--- src/aea_pkg.sv ---
// package for the expression alu: opcodes, payload structs, control bundles
// no dependencies
package aea_pkg;

  localparam int unsigned DataW = 32;
  localparam int unsigned CntW  = 6;

  localparam logic [3:0] OP_DIV  = 4'd0;
  localparam logic [3:0] OP_MOD  = 4'd1;
  localparam logic [3:0] OP_POW  = 4'd2;
  localparam logic [3:0] OP_SHL  = 4'd3;
  localparam logic [3:0] OP_SAR  = 4'd4;
  localparam logic [3:0] OP_SHR  = 4'd5;
  localparam logic [3:0] OP_NEG  = 4'd6;
  localparam logic [3:0] OP_HIGH = 4'd7;
  localparam logic [3:0] OP_LOW  = 4'd8;
  localparam logic [3:0] OP_BITW = 4'd9;
  localparam logic [3:0] OP_TZC  = 4'd10;

  typedef struct packed {
    logic [3:0]         op;
    logic signed [31:0] operand_a;
    logic signed [31:0] operand_b;
  } aea_in_t;

  typedef struct packed {
    logic signed [31:0] result;
    logic               divide_by_zero;
  } aea_out_t;

  // controller to datapath
  typedef struct packed {
    logic load;    // capture request, set up iteration
    logic step;    // one divide or power iteration
    logic finish;  // form the result
  } aea_cmd_t;

  // datapath to controller
  typedef struct packed {
    logic iterative;  // loaded op needs the loop
    logic last;       // current step is the final one
  } aea_sts_t;

endpackage

--- src/assembler_expression_alu_core.sv ---
// channel   | dir | signals
// in_       | in  | in_valid, in_ready, in_data (aea_in_t)
// out_      | out | out_valid, out_ready, out_data (aea_out_t)
// div, mod and pow go from request to result through load, 32 steps, finish
// other ops go through load and finish; the 32-step shared divider/multiplier loop sets the rate
// a new request is taken only when the loop is idle and no result waits or it leaves
// rst_n is synchronous, active low; stalls on out_ready hold the result register
module assembler_expression_alu_core import aea_pkg::*; (
  input  logic     clk,
  input  logic     rst_n,
  input  logic     in_valid,
  output logic     in_ready,
  input  aea_in_t  in_data,
  output logic     out_valid,
  input  logic     out_ready,
  output aea_out_t out_data
);

  aea_cmd_t cmd;
  aea_sts_t sts;

  aea_ctrl u_ctrl (
    .clk, .rst_n, .in_valid, .in_ready, .out_valid, .out_ready, .sts, .cmd
  );

  aea_datapath u_dp (
    .clk, .req(in_data), .cmd, .sts, .res(out_data)
  );

endmodule

--- src/aea_datapath.sv ---
// datapath: operand registers, restoring divider, square-and-multiply, combinational quick ops
// depends on aea_pkg
module aea_datapath import aea_pkg::*; (
  input  logic     clk,
  input  aea_in_t  req,
  input  aea_cmd_t cmd,
  output aea_sts_t sts,
  output aea_out_t res
);

  logic [3:0]  op_r;
  logic [31:0] a_r, b_r;
  logic [31:0] rem_r, quo_r, dvs_r;   // divider: remainder, dividend/quotient, |divisor|
  logic [31:0] acc_r, base_r, exp_r;  // power
  logic [CntW-1:0] cnt_r;
  aea_out_t    res_r;
  aea_out_t    res_nxt;

  logic        neg_a, neg_b;
  logic [31:0] abs_a, abs_b;
  logic [32:0] trial;
  logic [31:0] rem_sh;
  logic [31:0] q_s, r_s, q_f, r_f;
  logic [31:0] quick;
  logic [31:0] lz, tz;
  logic signed [32:0] amt;

  always_comb begin
    abs_a = req.operand_a[31] ? 32'(-req.operand_a) : 32'(req.operand_a);
    abs_b = req.operand_b[31] ? 32'(-req.operand_b) : 32'(req.operand_b);
  end

  assign rem_sh = {rem_r[30:0], quo_r[31]};
  assign trial  = {1'b0, rem_sh} - {1'b0, dvs_r};

  assign sts.iterative = (op_r == OP_DIV) || (op_r == OP_MOD) || (op_r == OP_POW);
  assign sts.last      = (cnt_r == CntW'(DataW - 1));

  always_ff @(posedge clk) begin
    if (cmd.load) begin
      op_r   <= req.op;
      a_r    <= req.operand_a;
      b_r    <= req.operand_b;
      rem_r  <= '0;
      quo_r  <= abs_a;
      dvs_r  <= abs_b;
      acc_r  <= 32'd1;
      base_r <= req.operand_a;
      exp_r  <= req.operand_b;
      cnt_r  <= '0;
    end else if (cmd.step) begin
      if (trial[32]) begin
        rem_r <= rem_sh;
        quo_r <= {quo_r[30:0], 1'b0};
      end else begin
        rem_r <= trial[31:0];
        quo_r <= {quo_r[30:0], 1'b1};
      end
      if (exp_r[0]) acc_r <= 32'(acc_r * base_r);
      base_r <= 32'(base_r * base_r);
      exp_r  <= exp_r >> 1;
      cnt_r  <= cnt_r + CntW'(1);
    end
    if (cmd.finish) res_r <= res_nxt;
  end

  // floor adjust of truncated signed quotient and remainder
  always_comb begin
    neg_a = a_r[31];
    neg_b = b_r[31];
    q_s = (neg_a ^ neg_b) ? 32'(-quo_r) : quo_r;
    r_s = neg_a ? 32'(-rem_r) : rem_r;
    q_f = q_s;
    r_f = r_s;
    if ((r_s != '0) && (r_s[31] != neg_b)) begin
      q_f = q_s - 32'd1;
      r_f = r_s + b_r;
    end
  end

  always_comb begin
    lz = 32'd32;
    for (int i = 0; i < 32; i++) if (a_r[i]) lz = 32'(31 - i);
    tz = 32'd32;
    for (int i = 31; i >= 0; i--) if (a_r[i]) tz = 32'(i);
  end

  assign amt = 33'(signed'(b_r));

  always_comb begin
    quick = '0;
    case (op_r)
      OP_SHL: begin
        if (b_r == '0) quick = a_r;
        else if (a_r == '0 || amt >= 33'sd32) quick = '0;
        else if (amt < -33'sd31) quick = {32{a_r[31]}};
        else if (amt < 0) quick = 32'($signed(a_r) >>> 5'(-b_r));
        else quick = a_r << b_r[4:0];
      end
      OP_SAR: begin
        if (b_r == '0) quick = a_r;
        else if (a_r == '0 || amt < -33'sd31) quick = '0;
        else if (amt > 33'sd31) quick = {32{a_r[31]}};
        else if (amt < 0) quick = a_r << 5'(-b_r);
        else quick = 32'($signed(a_r) >>> b_r[4:0]);
      end
      OP_SHR: begin
        if (b_r == '0) quick = a_r;
        else if (a_r == '0 || amt < -33'sd31 || amt > 33'sd31) quick = '0;
        else if (amt < 0) quick = a_r << 5'(-b_r);
        else quick = a_r >> b_r[4:0];
      end
      OP_NEG:  quick = 32'(-a_r);
      OP_HIGH: quick = {24'd0, a_r[15:8]};
      OP_LOW:  quick = {24'd0, a_r[7:0]};
      OP_BITW: quick = 32'd32 - lz;
      OP_TZC:  quick = tz;
      default: quick = '0;
    endcase
  end

  always_comb begin
    res_nxt = '{result: quick, divide_by_zero: 1'b0};
    if (op_r == OP_DIV || op_r == OP_MOD) begin
      if (b_r == '0) res_nxt = '{result: '0, divide_by_zero: 1'b1};
      else res_nxt.result = (op_r == OP_DIV) ? q_f : r_f;
    end else if (op_r == OP_POW) begin
      res_nxt.result = acc_r;
    end
  end

  assign res = res_r;

endmodule

--- src/aea_ctrl.sv ---
// controller: idle / run / finish sequencing with held-result output handshake
// depends on aea_pkg
module aea_ctrl import aea_pkg::*; (
  input  logic     clk,
  input  logic     rst_n,
  input  logic     in_valid,
  output logic     in_ready,
  output logic     out_valid,
  input  logic     out_ready,
  input  aea_sts_t sts,
  output aea_cmd_t cmd
);

  localparam logic [1:0] S_IDLE = 2'd0;
  localparam logic [1:0] S_RUN  = 2'd1;
  localparam logic [1:0] S_FIN  = 2'd2;

  logic [1:0] state_r, state_nxt;
  logic       ovld_r, ovld_nxt;

  // new request allowed in idle when no result is held or the held result leaves
  assign in_ready  = (state_r == S_IDLE) && (!ovld_r || out_ready);
  assign out_valid = ovld_r;

  always_comb begin
    state_nxt  = state_r;
    ovld_nxt   = ovld_r && !out_ready;
    cmd        = '0;
    case (state_r)
      S_IDLE: if (in_valid && in_ready) begin
        cmd.load  = 1'b1;
        state_nxt = S_RUN;
      end
      S_RUN: begin
        if (sts.iterative) begin
          cmd.step = 1'b1;
          if (sts.last) state_nxt = S_FIN;
        end else begin
          cmd.finish = 1'b1;
          ovld_nxt   = 1'b1;
          state_nxt  = S_IDLE;
        end
      end
      S_FIN: begin
        cmd.finish = 1'b1;
        ovld_nxt   = 1'b1;
        state_nxt  = S_IDLE;
      end
      default: state_nxt = S_IDLE;
    endcase
  end

  always_ff @(posedge clk) begin
    if (!rst_n) begin
      state_r <= S_IDLE;
      ovld_r  <= 1'b0;
    end else begin
      state_r <= state_nxt;
      ovld_r  <= ovld_nxt;
    end
  end

  a_no_overwrite: assert property (@(posedge clk) disable iff (!rst_n)
    cmd.finish |-> !ovld_r) else $error("result overwritten");
  a_load_idle: assert property (@(posedge clk) disable iff (!rst_n)
    cmd.load |-> state_r == S_IDLE) else $error("load while busy");
  a_run_after_load: assert property (@(posedge clk) disable iff (!rst_n)
    cmd.load |=> state_r == S_RUN) else $error("no run after load");

endmodule
--- config.mk ---
export PLATFORM = sky130hd
export DESIGN_NAME = assembler_expression_alu_core
export DESIGN_NICKNAME = d
export VERILOG_FILES = /design/src/aea_pkg.sv /design/src/assembler_expression_alu_core.sv /design/src/aea_datapath.sv /design/src/aea_ctrl.sv
export SDC_FILE = /design/constraint.sdc
export NUM_CORES = 2
export LEC_CHECK = 0
export ABC_AREA = 1
export CORE_MARGIN = 4
export CORE_UTILIZATION = 35
export CTS_CLUSTER_DIAMETER = 120
export DETAILED_ROUTE_END_ITERATION = 10
export DONT_BUFFER_PORTS = 1
export PLACE_DENSITY = 0.53
export SKIP_CTS_REPAIR_TIMING = 1
export SLEW_MARGIN = 15
export SYNTH_ARGS = -nofsm -noshare
export SYNTH_HDL_FRONTEND = slang
export SYNTH_HIERARCHICAL = 1
export SYNTH_SLANG_ARGS = --single-unit
--- constraint.sdc ---
create_clock -name clk -period 14 [get_ports clk]
set_input_delay 2.1 -clock clk [delete_from_list [all_inputs] [get_ports clk]]
set_output_delay 2.1 -clock clk [all_outputs]
set_load 0.01 [all_outputs]
Word level (Yosys, flattened, before mapping)
Cells that the tools add are included.
{"block": "op_classes", "n_addsub": 11, "n_mul": 2, "div_mod_pow": 0, "order_cmp": 4, "n_eq_ne": 16, "shifts": 5, "n_mux": 107, "n_bitwise": 1, "n_reduce_logical": 20}
{"operator": "two-way mux 32 bit", "count": 27}
{"operator": "two-way mux 6 bit", "count": 64}
{"operator": "case mux 32 bit (8 select lines)", "count": 1}
{"operator": "negation 32 bit", "count": 5}
{"operator": "logical NOT 32 bit", "count": 2}
{"operator": "multiplier 32 x 32 -> 32 bit", "count": 2}
{"operator": "left shift 32 x 5 -> 32 bit", "count": 2}
{"operator": ">>> shifter 32 x 5 -> 32 bit", "count": 2}
{"operator": "subtractor 32 x 32 -> 33 bit", "count": 1}
{"operator": "adder 32 bit", "count": 1}
{"operator": "greater-or-equal comparator 32 x 7 -> 1 bit (second input constant)", "count": 1}
{"operator": "> comparator 32 x 6 -> 1 bit (second input constant)", "count": 1}
{"operator": "< comparator 32 x 1 -> 1 bit (second input constant)", "count": 1}
{"operator": "< comparator 32 x 6 -> 1 bit (second input constant)", "count": 1}
{"operator": "nonzero test 32 bit", "count": 1}
{"operator": ">> shifter 32 x 5 -> 32 bit", "count": 1}
{"operator": "subtractor 32 x 1 -> 32 bit (second input constant)", "count": 1}
{"operator": "two-way mux 31 bit", "count": 1}
{"operator": "== test 4 x 3 -> 1 bit (second input constant)", "count": 4}
{"operator": "== test 4 bit (second input constant)", "count": 3}
{"operator": "== test 4 x 2 -> 1 bit (second input constant)", "count": 2}
{"operator": "two-way mux 1 bit", "count": 8}
{"operator": "subtractor 6 x 6 -> 7 bit (first input constant)", "count": 1}
{"operator": "adder 6 x 1 -> 6 bit (second input constant)", "count": 1}
{"operator": "19 further kinds", "count": 32}
{"block": "totals", "reg_bits": 302, "latchBits": 0, "ramBits": 0, "mem_bits_ro": 0, "input_bits": 72, "output_inout_bits": 35, "word_cells": 181, "n_memories": 0}

Depth between registers and ports, before layout
{"block": "logic_depth", "depth_word": 36, "depth_mapped": 43, "depth_no_buf": 43}

Hierarchy
Netlist, hierarchy kept.
{"mod": "aea_datapath", "n_inst": 1, "cells_per_inst": 7945, "area_per_inst_um2": 57421.3, "seq_area_each_um2": 8247.9}
{"mod": "aea_ctrl", "n_inst": 1, "cells_per_inst": 36, "area_per_inst_um2": 269.0, "seq_area_each_um2": 60.1}

Least setup slack after synthesis
OpenSTA, ideal clock, no wires.
{"block": "synth_timing", "kind": "input to register", "from": "input port in_valid", "to": "register u_dp.base_r[10] (enable)", "setup_time_ns": 0.496, "t_arrival_ns": 7.872, "required_time_ns": 13.504, "setup_slack_ns": 5.632, "path_stages": 6, "cell_sequence": "inv_1 > nor3_4 > clkbuf_1 > nor2_1 > inv_1 > clkbuf_1"}
{"item": "start: declaration", "line_no": "assembler_expression_alu_core.sv:11", "source": "input logic in_valid,"}
{"item": "end signal: assignment", "line_no": "aea_datapath.sv:48", "source": "base_r <= req.operand_a;"}
{"item": "end signal: assignment", "line_no": "aea_datapath.sv:60", "source": "base_r <= 32'(base_r * base_r);"}
{"item": "end: declaration", "line_no": "aea_datapath.sv:14", "source": "logic [31:0] acc_r, base_r, exp_r;"}

Worst setup path after layout
{"block": "layout_timing", "from": "register u_dp.base_r[2]", "to": "register u_dp.base_r[30], data pin"}
{"block": "layout_between", "elab_chain_len": 3}
{"item": "multiplier 32 x 32 -> 32 bit", "line_no": "aea_datapath.sv:60"}
{"item": "two-way mux 32 bit", "line_no": "aea_datapath.sv:51", "source": "end else if (cmd.step) begin"}
{"item": "two-way mux 32 bit", "line_no": "aea_datapath.sv:40", "source": "if (cmd.load) begin"}
No other way between the ends. The select of a mux whose other input is x is not followed.
A chain may end at the register's enable or synchronous reset.

==> impl_results.md <==
- Worst Hold Depth: 2
- Fin. max-slew vios: 0
- TritonCTS Buffers: 40
- Slew headroom: 26.9%
- Placed Instances: 9870
- CP Launch Type: flop
- DRT iter0 DRCs: 4550
- Cell Area, Synth: 0.0577 mm2
- Post-synth ARST share: 0%
- FMAX: 123 MHz
- Synthesis Warnings: 6
- Grt met1 use: 33.1%
- Crit end category: flop
- Final cell count without fillers: 9969
- Min-delay src: u_dp/rem_r[31]
- Final worst-path cycle share: 58.0%
- Grt met2 use: 39.4%
- H-Tree Level Count: 2
- Fin. Hold Viols: 0
- DIE HEIGHT: 414 um
- CP delay by family, top: adder cells
- Syn_nets: 9159
- Fraction of layout cells with a size suffix above 1: 3.54%
- WP buf/inv: 7
- Nets: 8915
- Post-Syn Instances: 7981
- R2r worst-path depth: 32
- Core Box Area: 0.163 mm2
- Hold_ws: 0.465 ns
- Area of the multi-input gates: 0.0413 mm2
- TritonCTS clock tree: done
- Initial antenna violation count: 13
- Worst-Margin Slew: 1.09 ns
- Max_cap viols: 0
- Die width: 414 um
- Gr usage total: 25.0%
- Port bufs: 0
- DP HPWL: 165000 um
- Setup Skew: 0.0703 ns
- Synth Flop Type: edfxtp_1
- Via/cell ratio: 5.20
- CP max stage delay: 0.70 ns
- Final setup TNS: 0 ns
- DRC viols: 0
- Synth Register Bits: 301
- Hold crit path type: flop to flop
- GRT met3 Usage: 4.61%
- Vias in the first global route: 52900
- Gr ovfl total: 0
- Initial Util: 35.3%
- Slowest library cell on the worst path: buf_4
- Crit path kind: flop to flop
- Vias: 51900
- Die ar.: 0.171 mm2
- Layout area overhead: 6.00%
- Flop2flop setup slack: 5.88 ns
- Gp weighted congestion: 0.968
- WHS Endpoint: u_dp/rem_r[31]
- EDFF count, synth: 228
- Final WS setup: 5.88 ns
- CP arrival: 8.43 ns
- Setup-failing EPs final: 0
- R2r startpoint: u_dp/base_r[2]
- Data required, critical path: 14.32 ns
- Seq/Total Area, Yosys: 14.4%
- Avg WL per Cell: 21.5 um
- Clock transition at path regs: 0.06 ns
- CTS max path bufs: 3
- Worst reg2reg endpoint: u_dp/base_r[30]
- Worst skew pair latency: 0.64 ns
- Largest net degree at the start of global routing: 84
- First-pass GRT wire length: 326000 um
- Total wire length: 214000 um
- Clk Tree Root Cell: clkbuf_16
- Pre-antenna DRT Iters: 9
- FP Rows: 148
- Syn avg cell area: 7.23 um2
- Final worst path period need: 8.12 ns
- Crit-path max FO: 53
- Global routing's busiest layer: met2
- RSZ-0062 raised after global routing: false
- Routed Antenna Nets: 0
- Post-synthesis cell type count: 68
- Fillcell total: 17500
- I/O Pins: 107
- Worst slack, placed: 6.01 ns
- Status: completed
- Storage cell area: 0.00831 mm2
- CTS Sinks: 301
flip-flops by register name, indices dropped and copies added, names as in the netlist:
register	flops
u_ctrl/out_valid	1
u_ctrl/state_r	2
u_dp/a_r	32
u_dp/acc_r	32
u_dp/b_r	32
u_dp/base_r	32
u_dp/cnt_r	6
u_dp/dvs_r	31
u_dp/exp_r	32
u_dp/op_r	4
u_dp/quo_r	32
u_dp/rem_r	32
u_dp/res	33
cells in the mapped netlist, types with 35 or more instances:
cell type	number	area share, %
xor2_1	216	3.3
o21ai_1	35	0.30
or2_2	38	0.41
ha_1	329	7.1
clkbuf_1	289	1.9
o21ai_0	585	5.1
nor3_1	58	0.50
nor2_1	516	3.4
fa_1	777	27
edfxtp_1	228	12
xnor2_1	115	1.7
inv_1	1732	11
o211ai_1	61	0.79
nand2_1	1883	12
a31oi_1	47	0.51
a21oi_1	361	3.1
dfxtp_1	73	2.5
nand4_1	54	0.59
buf_1	74	0.48
nand3_1	194	1.7
worst max-delay path by stage:
stage                     depth (start not counted)  slack, ns      startpoint              end
final                                            32       5.88  u_dp/base_r[2]  u_dp/base_r[30]
after global routing                             31       5.34  u_dp/base_r[2]  u_dp/base_r[29]
after CTS                                        32       5.89  u_dp/base_r[2]  u_dp/base_r[30]
after detailed placement                         32       6.01  u_dp/base_r[2]  u_dp/base_r[30]
after global placement                           31       6.04  u_dp/base_r[2]  u_dp/base_r[29]
after floorplan                                   6       5.63        in_valid  u_dp/base_r[10]
tightest hold or removal path: stages (launching register included):
cell and delay (ns):
dfxtp_1 0.31, nand2_1 0.06, nand2_1 0.04
area by class of cell:
type,count,share of cell area [%]
multi-input combinational,5536,67.6
clock inverter,29,0.546
inverter,1747,10.7
clock buffer,44,1.66
tap,2175,4.45
timing repair buffer,111,1.36
sequential,301,13.6
antenna,26,0.106
metal layers:
layer  wire, um  share of wire [%]  up-vias
li1           -                  -    24100
met1      89200                 42    25500
met2      95700                 45     1914
met3      17100                8.0      406
met4      11800                5.5        2
met5         13             0.0061        -
through the flow:
stage / area (um2) / util, %
6_report: 61200 / 37.4
5_1_grt: 61100 / 37.4
4_1_cts: 61100 / 37.4
3_5_place_dp: 59700 / 36.6
3_3_place_gp: 59700 / 36.6
2_1_floorplan: 57700 / -
cell usage in the layout (no fill, tap or decap), drive strengths merged, types with 4 or more instances in the layout:
cell	instances
a31oi	47
o211ai	61
clkinvlp	8
dfxtp	73
nor3	65
o31ai	13
clkbuf	44
o21bai	13
xnor2	115
a221oi	11
bufinv	4
fa	777
or2	39
diode	26
a211oi	11
nand3	196
nand4	56
o2111ai	5
mux2i	25
o21ai	628
o311ai	5
a21boi	18
nor2	526
a21o	7
edfxtp	228
nor4	22
nand2	1888
o21a	8
a32o	11
o22ai	28
ha	329
a22oi	4
a21oi	361
inv	1746
xor2	217
clkinv	18
o221ai	24
buf	111
and3	5
kinds of logic (layout without fill, tap and decap cells):
family	count (synthesis)	in the layout	synth area share (%)
compound gates	1269	1269	12.3
flops	301	301	14.4
simple gates	2803	2803	19.6
fa+ha+maj	1106	1106	34.1
xor+xnor	333	333	5.09
buf+inv	2144	1931	14.1
other cells	0	26	0
mux	25	25	0.434
Power is left out: the tool's default activity adds up to more than one toggle a clock period on the data nets, which glitch-free logic cannot reach.
